$ cat config.mk
export PLATFORM = sky130hd
export DESIGN_NAME = onewire_temperature_reader
export DESIGN_NICKNAME = d
export VERILOG_FILES = /design/src/design/owt_pkg.sv /design/src/design/owt_cfg.sv /design/src/design/owt_dur.sv /design/src/design/owt_seq.sv /design/src/design/onewire_temperature_reader.sv
export SDC_FILE = /design/constraint.sdc
export NUM_CORES = 1
export LEC_CHECK = 0
export ABC_AREA = 0
export BUFFER_PORTS_ARGS = -buffer_cell sky130_fd_sc_hd__buf_2
export CAP_MARGIN = 20
export CORE_ASPECT_RATIO = 1.1
export CORE_MARGIN = 8
export CORE_UTILIZATION = 55
export CTS_CLUSTER_DIAMETER = 50
export DETAILED_ROUTE_END_ITERATION = 6
export HOLD_SLACK_MARGIN = 0.1
export MAX_ROUTING_LAYER = met4
export PLACE_DENSITY = 0.78
export SYNTH_ARGS = -nofsm -noshare
export SYNTH_HDL_FRONTEND = slang
export SYNTH_SLANG_ARGS = --single-unit
$ cat constraint.sdc
create_clock -name clk_i -period 6.3 [get_ports clk_i]
set_input_delay 0.945 -clock clk_i [delete_from_list [all_inputs] [get_ports clk_i]]
set_output_delay 0.945 -clock clk_i [all_outputs]
set_load 0.005 [all_outputs]
$ cat src/design/owt_pkg.sv
// Shared types, constants and command table of the 1-Wire temperature reader.
package owt_pkg;

  localparam int unsigned ReadBytesDef = 9;

  localparam logic [19:0] ConvWaitRst   = 20'd750000;
  localparam logic [9:0]  ResetLowRst   = 10'd480;
  localparam logic [9:0]  PresSampleRst = 10'd70;
  localparam logic [9:0]  ResetTailRst  = 10'd410;
  localparam logic [9:0]  SlotRst       = 10'd60;
  localparam logic [9:0]  ShortLowRst   = 10'd6;
  localparam logic [9:0]  ReadSampleRst = 10'd15;
  localparam logic [9:0]  RecoveryRst   = 10'd1;

  localparam logic [7:0] CmdSkipRom  = 8'hCC;
  localparam logic [7:0] CmdConvert  = 8'h44;
  localparam logic [7:0] CmdReadScr  = 8'hBE;

  typedef enum logic [2:0] {
    CFG_CONV_WAIT   = 3'd0,
    CFG_RESET_LOW   = 3'd1,
    CFG_PRES_SAMPLE = 3'd2,
    CFG_RESET_TAIL  = 3'd3,
    CFG_SLOT        = 3'd4,
    CFG_SHORT_LOW   = 3'd5,
    CFG_READ_SAMPLE = 3'd6,
    CFG_RECOVERY    = 3'd7
  } cfg_idx_e;

  typedef enum logic [3:0] {
    PH_IDLE     = 4'd0,
    PH_RST_LOW  = 4'd1,
    PH_RST_WAIT = 4'd2,
    PH_RST_TAIL = 4'd3,
    PH_WR_LOW   = 4'd4,
    PH_WR_HIGH  = 4'd5,
    PH_CONV     = 4'd6,
    PH_RD_LOW   = 4'd7,
    PH_RD_WAIT  = 4'd8,
    PH_RD_TAIL  = 4'd9
  } phase_e;

  typedef struct packed {
    logic [19:0] conv_wait_us;
    logic [9:0]  reset_low_us;
    logic [9:0]  presence_sample_us;
    logic [9:0]  reset_tail_us;
    logic [9:0]  slot_us;
    logic [9:0]  short_low_us;
    logic [9:0]  read_sample_us;
    logic [9:0]  recovery_us;
  } cfg_t;

  typedef struct packed {
    logic start_req;
    logic bus_level;
  } in_item_t;

  typedef struct packed {
    logic               drive_low;
    logic               busy_res;
    logic               done_res;
    logic               valid_res;
    logic               no_presence;
    logic signed [15:0] temperature;
    logic               start_refused;
  } out_item_t;

  // Command sequence: skip-ROM, convert, skip-ROM, read scratchpad.
  function automatic logic [7:0] cmd_byte(input logic [1:0] sel);
    logic [7:0] b;
    case (sel)
      2'd0:    b = CmdSkipRom;
      2'd1:    b = CmdConvert;
      2'd2:    b = CmdSkipRom;
      default: b = CmdReadScr;
    endcase
    return b;
  endfunction

endpackage

$ cat src/design/owt_cfg.sv
// Timing register file of the 1-Wire temperature reader.
module owt_cfg import owt_pkg::*; (
  input  logic        clk_i,
  input  logic        rst_ni,
  input  logic        cfg_we_i,
  input  logic [2:0]  cfg_idx_i,
  input  logic [19:0] cfg_wdata_i,
  output cfg_t        cfg_o
);

  cfg_t cfg_q;

  always_ff @(posedge clk_i or negedge rst_ni) begin
    if (!rst_ni) begin
      cfg_q.conv_wait_us       <= ConvWaitRst;
      cfg_q.reset_low_us       <= ResetLowRst;
      cfg_q.presence_sample_us <= PresSampleRst;
      cfg_q.reset_tail_us      <= ResetTailRst;
      cfg_q.slot_us            <= SlotRst;
      cfg_q.short_low_us       <= ShortLowRst;
      cfg_q.read_sample_us     <= ReadSampleRst;
      cfg_q.recovery_us        <= RecoveryRst;
    end else if (cfg_we_i) begin
      case (cfg_idx_e'(cfg_idx_i))
        CFG_CONV_WAIT:   cfg_q.conv_wait_us       <= cfg_wdata_i;
        CFG_RESET_LOW:   cfg_q.reset_low_us       <= cfg_wdata_i[9:0];
        CFG_PRES_SAMPLE: cfg_q.presence_sample_us <= cfg_wdata_i[9:0];
        CFG_RESET_TAIL:  cfg_q.reset_tail_us      <= cfg_wdata_i[9:0];
        CFG_SLOT:        cfg_q.slot_us            <= cfg_wdata_i[9:0];
        CFG_SHORT_LOW:   cfg_q.short_low_us       <= cfg_wdata_i[9:0];
        CFG_READ_SAMPLE: cfg_q.read_sample_us     <= cfg_wdata_i[9:0];
        CFG_RECOVERY:    cfg_q.recovery_us        <= cfg_wdata_i[9:0];
        default: ;
      endcase
    end
  end

  assign cfg_o = cfg_q;

endmodule

$ cat src/design/owt_dur.sv
// Phase length select: ticks the current phase lasts, never below one.
module owt_dur import owt_pkg::*; (
  input  phase_e      phase_i,
  input  logic        bit_one_i,
  input  cfg_t        cfg_i,
  output logic [19:0] len_o
);

  function automatic logic [9:0] sat_sub(input logic [9:0] a, input logic [9:0] b);
    return (a > b) ? (a - b) : 10'd0;
  endfunction

  logic [19:0] d;

  always_comb begin
    case (phase_i)
      PH_RST_LOW:  d = {10'd0, cfg_i.reset_low_us};
      PH_RST_WAIT: d = {10'd0, cfg_i.presence_sample_us};
      PH_RST_TAIL: d = {10'd0, cfg_i.reset_tail_us};
      PH_WR_LOW:   d = {10'd0, bit_one_i ? cfg_i.short_low_us : cfg_i.slot_us};
      PH_WR_HIGH:  d = {10'd0, bit_one_i ? sat_sub(cfg_i.slot_us, cfg_i.short_low_us)
                                         : cfg_i.recovery_us};
      PH_CONV:     d = cfg_i.conv_wait_us;
      PH_RD_LOW:   d = {10'd0, cfg_i.short_low_us};
      PH_RD_WAIT:  d = {10'd0, sat_sub(cfg_i.read_sample_us, cfg_i.short_low_us)};
      PH_RD_TAIL:  d = {10'd0, sat_sub(cfg_i.slot_us, cfg_i.read_sample_us)};
      default:     d = 20'd1;
    endcase
    len_o = (d == 20'd0) ? 20'd1 : d;
  end

endmodule

$ cat src/design/owt_seq.sv
// Bus sequencer: phase state machine, slot timer, bit and byte shifting.
module owt_seq import owt_pkg::*; #(
  parameter int unsigned READ_BYTES = ReadBytesDef
) (
  input  logic      clk_i,
  input  logic      rst_ni,
  input  logic      step_i,
  input  in_item_t  item_i,
  input  cfg_t      cfg_i,
  output out_item_t result_o
);

  localparam logic [3:0] RdBytes = 4'(READ_BYTES);

  phase_e      phase_q, phase_d;
  logic [19:0] timer_q, timer_d;
  logic [2:0]  bit_q, bit_d;
  logic [3:0]  byte_q, byte_d;
  logic [7:0]  shift_q, shift_d;
  logic [7:0]  low_q, low_d;
  logic [15:0] temp_q, temp_d;
  logic [1:0]  status_q, status_d;
  logic [19:0] len;
  logic        done, refused;

  owt_dur u_dur (
    .phase_i   (phase_q),
    .bit_one_i (shift_q[0]),
    .cfg_i     (cfg_i),
    .len_o     (len)
  );

  always_ff @(posedge clk_i or negedge rst_ni) begin
    if (!rst_ni) begin
      phase_q  <= PH_IDLE;
      timer_q  <= '0;
      bit_q    <= '0;
      byte_q   <= '0;
      shift_q  <= '0;
      low_q    <= '0;
      temp_q   <= '0;
      status_q <= '0;
    end else if (step_i) begin
      phase_q  <= phase_d;
      timer_q  <= timer_d;
      bit_q    <= bit_d;
      byte_q   <= byte_d;
      shift_q  <= shift_d;
      low_q    <= low_d;
      temp_q   <= temp_d;
      status_q <= status_d;
    end
  end

  always_comb begin
    phase_d  = phase_q;
    timer_d  = timer_q;
    bit_d    = bit_q;
    byte_d   = byte_q;
    shift_d  = shift_q;
    low_d    = low_q;
    temp_d   = temp_q;
    status_d = status_q;
    done     = 1'b0;
    refused  = 1'b0;

    if (phase_q == PH_IDLE) begin
      if (item_i.start_req) begin
        phase_d = PH_RST_LOW;
        timer_d = '0;
        bit_d   = '0;
        byte_d  = '0;
      end
    end else begin
      refused = item_i.start_req;
      if (({1'b0, timer_q} + 21'd1) >= {1'b0, len}) begin
        timer_d = '0;
        case (phase_q)
          PH_RST_LOW:  phase_d = PH_RST_WAIT;
          PH_RST_WAIT: begin
            // high at the sample point means nobody answered
            shift_d = {7'd0, item_i.bus_level};
            phase_d = PH_RST_TAIL;
          end
          PH_RST_TAIL: begin
            if (shift_q[0]) begin
              phase_d  = PH_IDLE;
              done     = 1'b1;
              status_d = 2'b10;
            end else begin
              shift_d = cmd_byte(byte_q[1:0]);
              bit_d   = '0;
              phase_d = PH_WR_LOW;
            end
          end
          PH_WR_LOW:   phase_d = PH_WR_HIGH;
          PH_WR_HIGH: begin
            shift_d = {1'b0, shift_q[7:1]};
            bit_d   = bit_q + 3'd1;
            if (bit_d != 3'd0) begin
              phase_d = PH_WR_LOW;
            end else begin
              byte_d = byte_q + 4'd1;
              if (byte_d == 4'd2) begin
                phase_d = PH_CONV;
              end else if (byte_d >= 4'd4) begin
                byte_d  = '0;
                shift_d = '0;
                phase_d = PH_RD_LOW;
              end else begin
                shift_d = cmd_byte(byte_d[1:0]);
                phase_d = PH_WR_LOW;
              end
            end
          end
          PH_CONV: begin
            // resume the command list at the second skip-ROM
            byte_d  = 4'd2;
            phase_d = PH_RST_LOW;
          end
          PH_RD_LOW:   phase_d = PH_RD_WAIT;
          PH_RD_WAIT: begin
            shift_d = {item_i.bus_level, shift_q[7:1]};
            phase_d = PH_RD_TAIL;
          end
          PH_RD_TAIL: begin
            bit_d = bit_q + 3'd1;
            if (bit_d != 3'd0) begin
              phase_d = PH_RD_LOW;
            end else begin
              if (byte_q == 4'd0) begin
                low_d = shift_q;
              end else if (byte_q == 4'd1) begin
                temp_d = {shift_q, low_q};
              end
              byte_d = byte_q + 4'd1;
              if (byte_d >= RdBytes) begin
                phase_d  = PH_IDLE;
                done     = 1'b1;
                status_d = 2'b01;
              end else begin
                phase_d = PH_RD_LOW;
              end
            end
          end
          default: phase_d = PH_IDLE;
        endcase
      end else begin
        timer_d = timer_q + 20'd1;
      end
    end

    result_o.drive_low     = (phase_q == PH_RST_LOW) || (phase_q == PH_WR_LOW) ||
                             (phase_q == PH_RD_LOW);
    result_o.busy_res      = (phase_d != PH_IDLE);
    result_o.done_res      = done;
    result_o.valid_res     = status_d[0];
    result_o.no_presence   = status_d[1];
    result_o.temperature   = temp_d;
    result_o.start_refused = refused;
  end

endmodule

$ cat src/design/onewire_temperature_reader.sv
// Top level of the 1-Wire temperature reader: handshake, result register, checks.
//
// Feed one input item per microsecond tick on in_item_i (start request and the
// sampled line level). Each accepted item yields exactly one result item on
// out_item_o: the open-drain low drive for that tick, busy, a done pulse, the
// valid and no-presence flags of the last sequence and the Q12.4 temperature.
// The sequencer steps at the accept edge and its result lands in the output
// register, so a result is valid in the cycle after its item is accepted.
// Throughput is one item per cycle while the receiver takes results; the phase
// state machine and slot timer advance once per accepted item.
// in_ready_o is high while the output register is empty or being taken, so a
// stalled receiver holds the pending result and blocks new items until it
// takes it; no item is dropped.
// Timing registers are written through cfg_we_i, cfg_idx_i and cfg_wdata_i at
// any edge; write them while no sequence runs.
// Reset returns all timing registers to their defaults, the sequencer to idle
// with flags and temperature cleared, and empties the output register.
module onewire_temperature_reader import owt_pkg::*; #(
  parameter int unsigned READ_BYTES = ReadBytesDef
) (
  input  logic        clk_i,
  input  logic        rst_ni,
  input  logic        cfg_we_i,
  input  logic [2:0]  cfg_idx_i,
  input  logic [19:0] cfg_wdata_i,
  input  logic        in_valid_i,
  output logic        in_ready_o,
  input  in_item_t    in_item_i,
  output logic        out_valid_o,
  input  logic        out_ready_i,
  output out_item_t   out_item_o
);

  cfg_t      cfg;
  out_item_t result;
  out_item_t out_q;
  logic      out_valid_q;
  logic      accept;

  assign in_ready_o = !out_valid_q || out_ready_i;
  assign accept     = in_valid_i && in_ready_o;

  owt_cfg u_cfg (
    .clk_i       (clk_i),
    .rst_ni      (rst_ni),
    .cfg_we_i    (cfg_we_i),
    .cfg_idx_i   (cfg_idx_i),
    .cfg_wdata_i (cfg_wdata_i),
    .cfg_o       (cfg)
  );

  owt_seq #(
    .READ_BYTES (READ_BYTES)
  ) u_seq (
    .clk_i    (clk_i),
    .rst_ni   (rst_ni),
    .step_i   (accept),
    .item_i   (in_item_i),
    .cfg_i    (cfg),
    .result_o (result)
  );

  always_ff @(posedge clk_i or negedge rst_ni) begin
    if (!rst_ni) begin
      out_valid_q <= 1'b0;
    end else if (in_ready_o) begin
      out_valid_q <= in_valid_i;
    end
  end

  always_ff @(posedge clk_i) begin
    if (accept) begin
      out_q <= result;
    end
  end

  assign out_valid_o = out_valid_q;
  assign out_item_o  = out_q;

  // hold the pending item while the receiver stalls
  a_stall_hold: assert property (@(posedge clk_i) disable iff (!rst_ni)
    out_valid_q && !out_ready_i |=> out_valid_q && $stable(out_q))
    else $error("result changed while stalled");

  a_done_idle: assert property (@(posedge clk_i) disable iff (!rst_ni)
    out_valid_q && out_q.done_res |-> !out_q.busy_res)
    else $error("done pulse while still busy");

  a_done_flags: assert property (@(posedge clk_i) disable iff (!rst_ni)
    out_valid_q && out_q.done_res |-> (out_q.valid_res ^ out_q.no_presence))
    else $error("sequence end without exactly one status flag");

  a_drive_busy: assert property (@(posedge clk_i) disable iff (!rst_ni)
    out_valid_q && out_q.drive_low |-> out_q.busy_res)
    else $error("line driven low outside a sequence");

endmodule

==> results.cfg, run 1 <==
[outcome]
status = finished, final reports clean

[floorplan]
die_area_mm2 = 0.02445
dieHeight_um = 163.2
die_w_um = 149.8
i_o_pin_total = 54
rows = 54
floorplan.initialDensity_pct = 55.28
placeableCoreArea_mm2 = 0.01959

[pwr]
internal_power_of_the_cells_mw = 2.912
vdd_ir_drop_max_uv = 261.5
leakage_nw = 5.342
power-per-cell-area_mw_per_mm2 = 410.4
net-switching-power_mw = 2.031
power_frac_comb_pct = 45.4
clkPwrFrac_pct = 21.6
fraction_of_power_spent_switching_nets_pct = 41.08
pwr-share-seq_pct = 32.9

[cells_and_area]
layout-area-overhead-vs-synth_pct = 11.18
finalNetCount = 1169
post_layout_nonfiller_instances = 1343
n_fill_cell = 1618
antennaDiodeCount = 0
final_core_util_pct = 61.46
drive_gt1_share_pct = 28.51
post-route-cell-area_mm2 = 0.01204

[routing]
via_density = 6.314
number_of_drc_markers_in_iteration_0 = 638
drtPass1Iterations = 5
drc = 0
antenna_violating_nets_post_route = 0
wire_per_inst_um = 20.57
via_count = 8480
postRouteWirelength_mm = 27.62

[global_routing]
grt_start_max_net_pins = 93
first_pass_grt_wire_length_mm = 45.41
grt_antenna_before_repair = 0
vias_in_the_first_global_route = 8518
total_congestion_overflow_after_global_routing = 0
grt_usage_pct = 24.21

[sta]
worst_slew_pin_slew_ns = 0.9274
setup_viol_count_final = 0
finalCriticalPeriod_ns = 5.917
clock_skew_ns = 0.01091
grt_setup_unrepaired = no
fin_crit_sh_pct = 93.92
relSlewSlack_pct = 37.33
post_route_worst_hold_slack_ns = 0.5047
timing_max_transition_violations_final = 0
timing.setup.tns_ns = 0
fmax_mhz = 169.0
finalHoldViolations = 0

[clock_network]
tritoncts_clock_tree = done
hold_buffers = 0
post-cts-setup-buffer-count = 0
post_cts.resized_instances = 0
cts_made_buffers = 17
clk_transition_reported_paths_ns = 0.07
clk-insertion-delay-late_ns = 0.43
cts_num_sinks = 178
cts-root-to-sink-buffers = 2
clk_root_buffer_cell = sky130_fd_sc_hd__clkbuf_16
cts_htree_levels = 4

[synthesis]
post_synth_instance_area_mm2 = 0.01083
combinational_family_with_the_most_area_after_synthesis = multiplexers
count_of_mapped_cells_out_of_synthesis = 1025
synth-xor-area-share_pct = 3.154
synth-edff-count = 22
postSynthNetCount = 1116
synthDominantAreaCellType = sky130_fd_sc_hd__dfrtp_1
synth_sequential_area_ratio_pct = 42.52
synth_fa_ha_area_share_pct = 7.254
synth.area.mux_share_pct = 15.73
postSynth.asyncResetShare_pct = 87.64
most_instantiated_library_cell_after_synthesis = sky130_fd_sc_hd__mux2_2
synthTopCellsByCount = sky130_fd_sc_hd__mux2_2 (146), sky130_fd_sc_hd__dfrtp_1 (123), sky130_fd_sc_hd__nand2_1 (99)
commonest_register_cell_after_synthesis = sky130_fd_sc_hd__dfrtp_1
synth_seq_cells = 178
postSynthAreaPerCell_um2 = 10.57
synth-warning-count = 0
synth_compound_gate_area_share_pct = 14.35
synth.lib_cells_used.distinct = 85
synth_top_area_share_pct = 28.42
synthSimpleGateAreaFrac_pct = 13.68
post_synth_main_area_contributors = sky130_fd_sc_hd__dfrtp_1 (28%), sky130_fd_sc_hd__mux2_2 (15%), sky130_fd_sc_hd__dfstp_2 (8.0%), sky130_fd_sc_hd__ha_1 (6.7%), sky130_fd_sc_hd__edfxtp_1 (6.1%)

[setup_path]
worst_ep_arrival_time_ns = 6.23
crit_path_start_kind = flop
regToRegStartpoint = u_cfg.cfg_o[10]
critical-path-slowest-cell = sky130_fd_sc_hd__o31ai_2
critical_path_required_ns = 6.61
r2r_setup_slack_ns = 0.38
worst-r2r-cell-count = 20
criticalPathCategory = reg -> reg
worst_setup_path_endpoint = u_seq.shift_q[1]
setup.worst_path.end_class = flop
timing.critical_path.cells = ha_1, inv_1, fa_1, nand2_1, o21ai_0, a2111o_1, nand2_1, a2111o_1, o21ai_0, a2111oi_1, ha_1, nand4_1, nor2_1, a211o_1, a21oi_1, o211a_1, o31ai_2, buf_4, nand3_1, mux2_2
worstPathMaxFanout = 11
worstReg2RegEnd = u_seq.shift_q[1]
cpPeakStageDelay_ns = 0.79
critPathLaunch = u_cfg.cfg_o[10]

[hold_path]
timing.hold.worst.class = reg -> reg
hold_path.startpoint = u_seq.temp_q[8]

[placed_design]
placed_insts = 1311
hpwl_mm = 20.07
gp_congestion = 1.011
placed_cell_area_mm2 = 0.01145
port-buffer-count = 53

[run]
drv_cap = 0
worst min-delay path by stage:
stage                  endpoint  depth (start not counted)  slack, ns
6_report        u_seq.temp_q[8]                          1       0.50
5_1_grt         u_seq.temp_q[2]                          1       0.51
4_1_cts         u_seq.temp_q[8]                          1       0.51
3_5_place_dp    u_seq.temp_q[2]                          1       0.49
3_3_place_gp   u_seq.temp_q[14]                          1       0.48
2_1_floorplan   u_seq.temp_q[0]                          1       0.47
kinds of logic after synthesis:
family | count (synthesis)
flip-flops | 178
multiplexers | 152
XOR/XNOR | 39
AND/OR/NAND/NOR | 288
adder cells (fa/ha/maj) | 61
buffers and inverters | 89
AO/OA/AOI/OAI | 218
worst max-delay path, delay by kind of cell, from the launching register on:
| family | cells | cell delay [ns] |
|---|---|---|
| AO/OA/AOI/OAI | 9 | 2.59 |
| AND/OR/NAND/NOR | 5 | 0.94 |
| adder cells (fa/ha/maj) | 3 | 0.89 |
| flip-flops | 1 | 0.55 |
| buffers and inverters | 2 | 0.42 |
| multiplexers | 1 | 0.41 |
cell usage in the layout (no fill, tap or decap), types with 25 or more instances in the layout:
cell type                 count
sky130_fd_sc_hd__mux2_2     146
sky130_fd_sc_hd__dfrtp_1    123
sky130_fd_sc_hd__nand2_1     99
sky130_fd_sc_hd__ha_1        58
sky130_fd_sc_hd__nor2_1      54
sky130_fd_sc_hd__buf_2       52
sky130_fd_sc_hd__a21oi_1     45
sky130_fd_sc_hd__inv_1       43
sky130_fd_sc_hd__o21ai_0     36
sky130_fd_sc_hd__dfstp_2     33
sky130_fd_sc_hd__nand3_1     29
sky130_fd_sc_hd__buf_4       25
registers in the layout (all words and copies together), names as in the netlist:
| register | count |
|---|---|
| u_seq.temp_q | 16 |
| u_seq.low_q | 8 |
| u_cfg.cfg_o | 90 |
| u_seq.timer_q | 20 |
| u_seq.status_q | 2 |
| out_valid_o | 1 |
| u_seq.phase_q | 4 |
| u_seq.byte_q | 4 |
| u_seq.shift_q | 8 |
| out_item_o | 22 |
| u_seq.bit_q | 3 |
per-layer routing:
metal  share of wire [%]  wire length (um)  vias to the layer above  GRT usage, %
li1                    -                 -                     3918             -
met1                  42             11680                     4208         30.48
met2                  49             13600                      282         38.59
met3                 5.1              1412                       72         3.962
met4                 3.4               927                        0         9.277
met5                   0                 0                        -             -
per-stage QoR:
step | worst slack (ns) | power (mW)
3_5_place_dp | 0.4807 | 3.839
5_1_grt | 0.08079 | 5.238
2_1_floorplan | 1.392 | 3.173
6_report | 0.3831 | 4.943
3_3_place_gp | 0.4892 | 3.809
4_1_cts | 0.3951 | 4.920
power groups by stage:
stage               logic [mW]  clock network [mW]  registers, mW
floorplan                 1.62                   0           1.55
global placement          2.18                   0           1.63
detailed placement        2.20                   0           1.64
CTS                       2.21                1.08           1.62
global route              2.45                1.13           1.66
finish                    2.24                1.07           1.63
final cells by class:
| type | count | area (um2) | share of cell area [%] |
|---|---|---|---|
| clock buffer | 18 | 429.2 | 3.564 |
| clock inverter | 14 | 166.4 | 1.382 |
| inverter | 45 | 168.9 | 1.403 |
| multi-input combinational | 758 | 5898 | 48.98 |
| sequential | 178 | 4606 | 38.24 |
| tap | 252 | 315.3 | 2.618 |
| timing repair buffer | 78 | 459.2 | 3.813 |
Note: power is estimated with default switching activity, not from simulation.
==> run 2: changes to the inputs <==
--- a/config.mk
+++ b/config.mk
@@ -18,4 +18,5 @@
 export PLACE_DENSITY = 0.78
 export SYNTH_ARGS = -nofsm -noshare
 export SYNTH_HDL_FRONTEND = slang
+export SYNTH_HIERARCHICAL = 1
 export SYNTH_SLANG_ARGS = --single-unit
==> results.cfg, run 2 <==
[cells_and_area]
final_cell_mix = sky130_fd_sc_hd__mux2_2 (127), sky130_fd_sc_hd__dfrtp_1 (123), sky130_fd_sc_hd__nand2_1 (75)
layout-area-overhead-vs-synth_pct = 9.617
antennaDiodeCount = 0
layout.cells.most_common = sky130_fd_sc_hd__mux2_2
drive_gt1_share_pct = 26.21
finalNetCount = 1178
flip_flop_count_of_the_largest_register_all_copies_and_words_added = 90
post_layout_nonfiller_instances = 1351

[floorplan]
floorplan.initialDensity_pct = 55.99
placeableCoreArea_mm2 = 0.01980
die_w_um = 151.4
rows = 54
i_o_pin_total = 54
dieHeight_um = 164.9
die_area_mm2 = 0.02496

[sta]
clock_skew_ns = 0.009626
finalHoldViolations = 0
timing.setup.tns_ns = 0
grt_setup_unrepaired = no
setup_viol_count_final = 0
fin_crit_sh_pct = 82.25
finalCriticalPeriod_ns = 5.182
post_route_worst_hold_slack_ns = 0.4887
timing_max_transition_violations_final = 0
fmax_mhz = 193.0
relSlewSlack_pct = 32.12
worst_slew_pin_slew_ns = 1.018

[synthesis]
postSynthNetCount = 1140
synth_seq_cells = 178
most_instantiated_library_cell_after_synthesis = sky130_fd_sc_hd__mux2_2
synth-edff-count = 22
commonest_register_cell_after_synthesis = sky130_fd_sc_hd__dfrtp_1
post_synth_instance_area_mm2 = 0.01108
synthTopCellsByCount = sky130_fd_sc_hd__mux2_2 (127), sky130_fd_sc_hd__dfrtp_1 (123), sky130_fd_sc_hd__nand2_1 (75)
synth_sequential_area_ratio_pct = 41.55
post_synth_main_area_contributors = sky130_fd_sc_hd__dfrtp_1 (28%), sky130_fd_sc_hd__mux2_2 (13%), sky130_fd_sc_hd__dfstp_2 (7.8%), sky130_fd_sc_hd__ha_1 (6.7%), sky130_fd_sc_hd__edfxtp_1 (6.0%)
synthDominantAreaCellType = sky130_fd_sc_hd__dfrtp_1
synth_top_area_share_pct = 27.77
count_of_mapped_cells_out_of_synthesis = 1048
synth-warning-count = 6
postSynth.asyncResetShare_pct = 87.64
postSynthAreaPerCell_um2 = 10.58
synth.lib_cells_used.distinct = 90

[clock_network]
cts_made_buffers = 17
post-cts-setup-buffer-count = 0
tritoncts_clock_tree = done
clk_root_buffer_cell = sky130_fd_sc_hd__clkbuf_16
cts_num_sinks = 178
clk_transition_reported_paths_ns = 0.07
cts-root-to-sink-buffers = 2
cts_htree_levels = 4
hold_buffers = 0
post_cts.resized_instances = 0
clk-insertion-delay-late_ns = 0.43

[setup_path]
worst_ep_arrival_time_ns = 5.53
cpPeakStageDelay_ns = 1.01
worstReg2RegEnd = u_seq/timer_q[16]
criticalPathCategory = reg -> reg
critical-path-slowest-cell = sky130_fd_sc_hd__dfrtp_1
worst-r2r-cell-count = 16
worstPathMaxFanout = 28
crit_path_start_kind = flop
setup.worst_path.end_class = flop
regToRegStartpoint = u_seq/phase_q[1]
r2r_setup_slack_ns = 1.12
timing.critical_path.cells = nand2b_1, nor3_4, a221oi_2, nand2_1, a2111oi_2, nand4_1, nor4_2, a31o_1, ha_1, nand2b_1, a211oi_1, o21a_1, o211a_1, nand2_1, or2_2, a31oi_1
critical_path_required_ns = 6.65

[hold_path]
hold_path.startpoint = u_seq/temp_q[14]
hold_path_sink = u_seq/temp_q[14]
worst_hold_path_depth = 2
timing.hold.worst.class = reg -> reg

[global_routing]
vias_in_the_first_global_route = 8202
grt_usage_pct = 22.40
first_pass_grt_wire_length_mm = 42.73
total_congestion_overflow_after_global_routing = 0
grt_start_max_net_pins = 104
grt_antenna_before_repair = 0

[routing]
drc = 0
via_count = 8319
drtPass1Iterations = 6
route.met2.wl_mm = 12.77
antenna_violating_nets_post_route = 0
dr.max_layer_used = met4
postRouteWirelength_mm = 26.63
met1_length_mm = 11.66
met3_length_mm = 1.506
number_of_drc_markers_in_iteration_0 = 754
via_density = 6.158
wire_per_inst_um = 19.71

[pwr]
vdd_ir_drop_max_uv = 273.1
power-per-cell-area_mw_per_mm2 = 395.1
leakage_nw = 5.297

[placed_design]
port-buffer-count = 53
placed_insts = 1319
gp_congestion = 1.027
hpwl_mm = 19.50

[run]
drv_cap = 0

[outcome]
status = finished, final reports clean
run 2: cell types whose count changed after synthesis, sizes merged, moves of 11 or more:
cell / delta
inv: +23
a21oi: +18
mux2: -16
a32o: +11
mux2i: +19
o21ai: +13
nand2: -24
run 2: layout make-up:
| type | count | area (um2) |
|---|---|---|
| Fill cell | 1615 | 7646 |
| Multi-Input combinational cell | 760 | 5992 |
| Sequential cell | 178 | 4606 |
| Clock buffer | 17 | 425.4 |
| Timing Repair Buffer | 62 | 339.1 |
| Tap cell | 252 | 315.3 |
| Inverter | 67 | 251.5 |
| Clock inverter | 15 | 221.5 |
run 2: power breakdown:
group	switching, mW	internal (mW)	total (mW)
Combinational	1.18	0.839	2.02
Sequential	0.237	1.39	1.63
Clock	0.476	0.677	1.15
run 2: cells by family after synthesis:
group	synth area share, %
buffers and inverters	4.470
AO/OA/AOI/OAI	15.19
flip-flops	41.55
adder cells (fa/ha/maj)	7.202
XOR/XNOR	2.924
AND/OR/NAND/NOR	13.16
multiplexers	15.50
run 2: metal layers:
layer,vias to the layer above,global-route usage [%]
met4,0,6.979
met3,53,3.508
met5,-,-
met1,4044,28.40
li1,3934,-
met2,288,36.23
run 2: through the flow:
step / util [%] / area [um2] / setup slack (ns) / total power, mW
2_1_floorplan: - / 11080 / 1.876 / 3.098
3_3_place_gp: 58.11 / 11500 / 1.291 / 3.584
3_5_place_dp: 58.11 / 11500 / 1.179 / 3.614
4_1_cts: 61.38 / 12150 / 1.174 / 4.787
5_1_grt: 61.38 / 12150 / 0.6782 / 5.089
6_report: 61.38 / 12150 / 1.118 / 4.800
run 2: worst max path at each step:
stage                                start                end  slack, ns  depth (start not counted)
after floorplan            u_cfg/cfg_o[21]     out_item_o[11]       1.88                         18
after CTS                 u_seq/phase_q[1]  u_seq/timer_q[16]       1.17                         16
final                     u_seq/phase_q[1]  u_seq/timer_q[16]       1.12                         16
after detailed placement  u_seq/phase_q[1]  u_seq/timer_q[16]       1.18                         16
after global placement    u_seq/phase_q[1]  u_seq/timer_q[16]       1.29                         16
after global routing      u_seq/phase_q[1]  u_seq/timer_q[16]       0.68                         16
run 2: critical path: cells and delay by family (launching register included):
kind	cells	cell delay, ns
compound gates	7	2.06
fa+ha+maj	1	0.21
flops	1	1.01
simple gates	8	1.80
==> run 3: changes to the inputs <==
--- a/config.mk
+++ b/config.mk
@@ -5,7 +5,7 @@
 export SDC_FILE = /design/constraint.sdc
 export NUM_CORES = 1
 export LEC_CHECK = 0
-export ABC_AREA = 0
+export ABC_AREA = 1
 export BUFFER_PORTS_ARGS = -buffer_cell sky130_fd_sc_hd__buf_2
 export CAP_MARGIN = 20
 export CORE_ASPECT_RATIO = 1.1
@@ -15,7 +15,7 @@
 export DETAILED_ROUTE_END_ITERATION = 6
 export HOLD_SLACK_MARGIN = 0.1
 export MAX_ROUTING_LAYER = met4
-export PLACE_DENSITY = 0.78
+export PLACE_DENSITY = 0.77
 export SYNTH_ARGS = -nofsm -noshare
 export SYNTH_HDL_FRONTEND = slang
 export SYNTH_HIERARCHICAL = 1
==> constraint.sdc (replaced) <==
create_clock -name clk_i -period 4.95 [get_ports clk_i]
set_input_delay 0.7425 -clock clk_i [delete_from_list [all_inputs] [get_ports clk_i]]
set_output_delay 0.7425 -clock clk_i [all_outputs]
set_load 0.005 [all_outputs]
==> results.cfg, run 3 <==
[sta]
fin_crit_sh_pct = 88.92
setup_viol_count_final = 0
clock_skew_ns = 0.01753
worst_slew_pin_slew_ns = 1.039
fmax_mhz = 227.2
finalCriticalPeriod_ns = 4.402
relSlewSlack_pct = 30.74
timing_max_transition_violations_final = 0
grt_setup_unrepaired = no
timing.setup.tns_ns = 0
finalHoldViolations = 0

[global_routing]
grt_usage_pct = 26.64
total_congestion_overflow_after_global_routing = 0
grt_start_max_net_pins = 106
vias_in_the_first_global_route = 11680
grt_antenna_before_repair = 0
first_pass_grt_wire_length_mm = 58.56

[floorplan]
i_o_pin_total = 54
die_area_mm2 = 0.02789
die_w_um = 160.0
placeableCoreArea_mm2 = 0.02264
dieHeight_um = 174.4
floorplan.initialDensity_pct = 55.38
rows = 58

[hold_path]
timing.hold.worst.class = in -> async

[synthesis]
postSynthAreaPerCell_um2 = 6.603
most_instantiated_library_cell_after_synthesis = sky130_fd_sc_hd__nand2_1
synthDominantAreaCellType = sky130_fd_sc_hd__nand2_1
synthTopCellsByCount = sky130_fd_sc_hd__nand2_1 (859), sky130_fd_sc_hd__inv_1 (216), sky130_fd_sc_hd__nand3_1 (150)
postSynth.asyncResetShare_pct = 87.64
synth_seq_cells = 178
synth.lib_cells_used.distinct = 51
synth-warning-count = 6
commonest_register_cell_after_synthesis = sky130_fd_sc_hd__dfrtp_1
synth_top_area_share_pct = 25.72
count_of_mapped_cells_out_of_synthesis = 1899
synth_sequential_area_ratio_pct = 36.73
postSynthNetCount = 1991
post_synth_instance_area_mm2 = 0.01254
post_synth_main_area_contributors = sky130_fd_sc_hd__nand2_1 (26%), sky130_fd_sc_hd__dfrtp_1 (25%), sky130_fd_sc_hd__dfstp_2 (6.9%), sky130_fd_sc_hd__inv_1 (6.5%), sky130_fd_sc_hd__nand3_1 (6.0%)
synth-edff-count = 22

[cells_and_area]
antennaDiodeCount = 0
drive_gt1_share_pct = 9.377
final_cell_mix = sky130_fd_sc_hd__nand2_1 (859), sky130_fd_sc_hd__inv_1 (216), sky130_fd_sc_hd__nand3_1 (150)
finalNetCount = 2020
layout-area-overhead-vs-synth_pct = 8.981
post_layout_nonfiller_instances = 2241
flip_flop_count_of_the_largest_register_all_copies_and_words_added = 90
layout.cells.most_common = sky130_fd_sc_hd__nand2_1

[outcome]
status = finished, final reports clean

[setup_path]
worstPathMaxFanout = 32
crit_path_start_kind = flop
critical_path_required_ns = 5.27
worst_path_most_repeated_cell = sky130_fd_sc_hd__nand2_1
critical_path.top_delay_family = simple AND/OR/NAND/NOR gates
crit_buf_inv = 3
r2r_setup_slack_ns = 0.55
criticalPathCategory = reg -> reg
timing.critical_path.cells = inv_1, fa_1, nand2_1, nand3_1, nand2_1, nand2_1, nand2_1, nand2_1, o21ai_0, nand2_1, nand2_1, inv_1, ha_1, nand2_1, nor3_1, nand2_1, nand2_1, nand2_4, nand2_4, nand3_2, o21ai_0, inv_1
setup.worst_path.end_class = flop
worst_ep_arrival_time_ns = 4.72
critical-path-slowest-cell = sky130_fd_sc_hd__dfstp_2
cpPeakStageDelay_ns = 0.55

[routing]
drc = 0
antenna_violating_nets_post_route = 0
drtPass1Iterations = 6
via_count = 12130
number_of_drc_markers_in_iteration_0 = 901
postRouteWirelength_mm = 35.92
wire_per_inst_um = 16.03
via_density = 5.411

[clock_network]
clk-insertion-delay-late_ns = 0.45
clk_root_buffer_cell = sky130_fd_sc_hd__clkbuf_16
post_cts.resized_instances = 0
clk_transition_reported_paths_ns = 0.09
cts-root-to-sink-buffers = 2
cts_htree_levels = 4
cts_num_sinks = 178
post-cts-setup-buffer-count = 0
hold_buffers = 0
tritoncts_clock_tree = done
cts_made_buffers = 17

[placed_design]
placed_insts = 2209
port-buffer-count = 53
hpwl_mm = 26.67
gp_congestion = 1.010

[pwr]
power-per-cell-area_mw_per_mm2 = 506.4
power_frac_comb_pct = 50.1
internal_power_of_the_cells_mw = 3.466
fraction_of_power_spent_switching_nets_pct = 49.91
clkPwrFrac_pct = 21.4
vdd_ir_drop_max_uv = 524.2
leakage_nw = 7.350
net-switching-power_mw = 3.454
pwr-share-seq_pct = 28.5

[run]
drv_cap = 0
run 3: cell count changes in the layout (fill, tap and decap cells not counted), sizes merged, moves of 16 or more:
cell	previous run	this run
a21oi	64	37
inv	73	241
mux2	130	0
mux2i	25	0
nand2	75	872
nand2b	16	0
nand3	21	154
nor2	50	131
o21ai	51	72
xnor2	25	6
run 3: layout make-up:
type,count,area [um2]
Clock buffer,17,425.4
Inverter,231,869.6
Timing Repair Buffer,64,354.1
Tap cell,300,375.4
Clock inverter,15,226.5
Fill cell,2190,8977
Sequential cell,178,4606
Multi-Input combinational cell,1436,6808
run 3: cells by family (layout without fill, tap and decap cells):
| family | Yosys count | count (layout) | share of synthesized area, % |
|---|---|---|---|
| adder cells (fa/ha/maj) | 62 | 62 | 6.367 |
| AND/OR/NAND/NOR | 1211 | 1211 | 39.90 |
| flip-flops | 178 | 178 | 36.73 |
| XOR/XNOR | 25 | 25 | 1.746 |
| AO/OA/AOI/OAI | 138 | 138 | 6.177 |
| buffers and inverters | 285 | 327 | 9.081 |
run 3: worst reg2reg max path: cells and delay by family, from the launching register on:
kind / cells / cell delay [ns]
AOI/OAI and AO/OA: 2 / 0.57
adders and majority gates: 2 / 0.85
buffers and inverters: 3 / 0.29
DFF: 1 / 0.55
and+or+nand+nor: 15 / 2.03
run 3: layer usage:
| metal | part of all wire [%] | track usage [%] |
|---|---|---|
| met5 | 0 | - |
| met4 | 5.1 | 13.56 |
| met3 | 6.5 | 4.069 |
| met2 | 48 | 44.35 |
| met1 | 41 | 30.87 |
run 3: power by group through the flow:
stage,registers [mW],logic [mW],clock network (mW)
floorplan,1.92,2.67,0
global placement,1.99,3.37,0
detailed placement,2.00,3.40,0
CTS,1.97,3.42,1.50
global route,2.00,3.89,1.56
finish,1.97,3.47,1.48
run 3: worst paths after layout:
kind	startpoint	end	depth (start not counted)
max	u_cfg/cfg_o[21]	u_seq/low_q[6]	22
min	rst_ni	out_valid_o	1
max reg2reg	u_cfg/cfg_o[21]	u_seq/low_q[6]	22
min reg2reg	u_cfg/cfg_o[68]	u_cfg/cfg_o[68]	2
max in group asynchronous	rst_ni	u_cfg/cfg_o[82]	2
min in group clk_i	u_cfg/cfg_o[68]	u_cfg/cfg_o[68]	2
run 3: stage by stage:
stage	power (mW)	hold slack, ns	setup slack (ns)	instance area, um2	utilization [%]
floorplan	4.589	0.4419	1.448	12540	-
global placement	5.355	0.4520	0.6940	13010	57.47
detailed placement	5.396	0.4529	0.6095	13010	57.47
CTS	6.894	0.4274	0.6080	13660	60.35
global route	7.454	0.4260	0.08184	13660	60.35
finish	6.920	0.3587	0.5482	13660	60.35
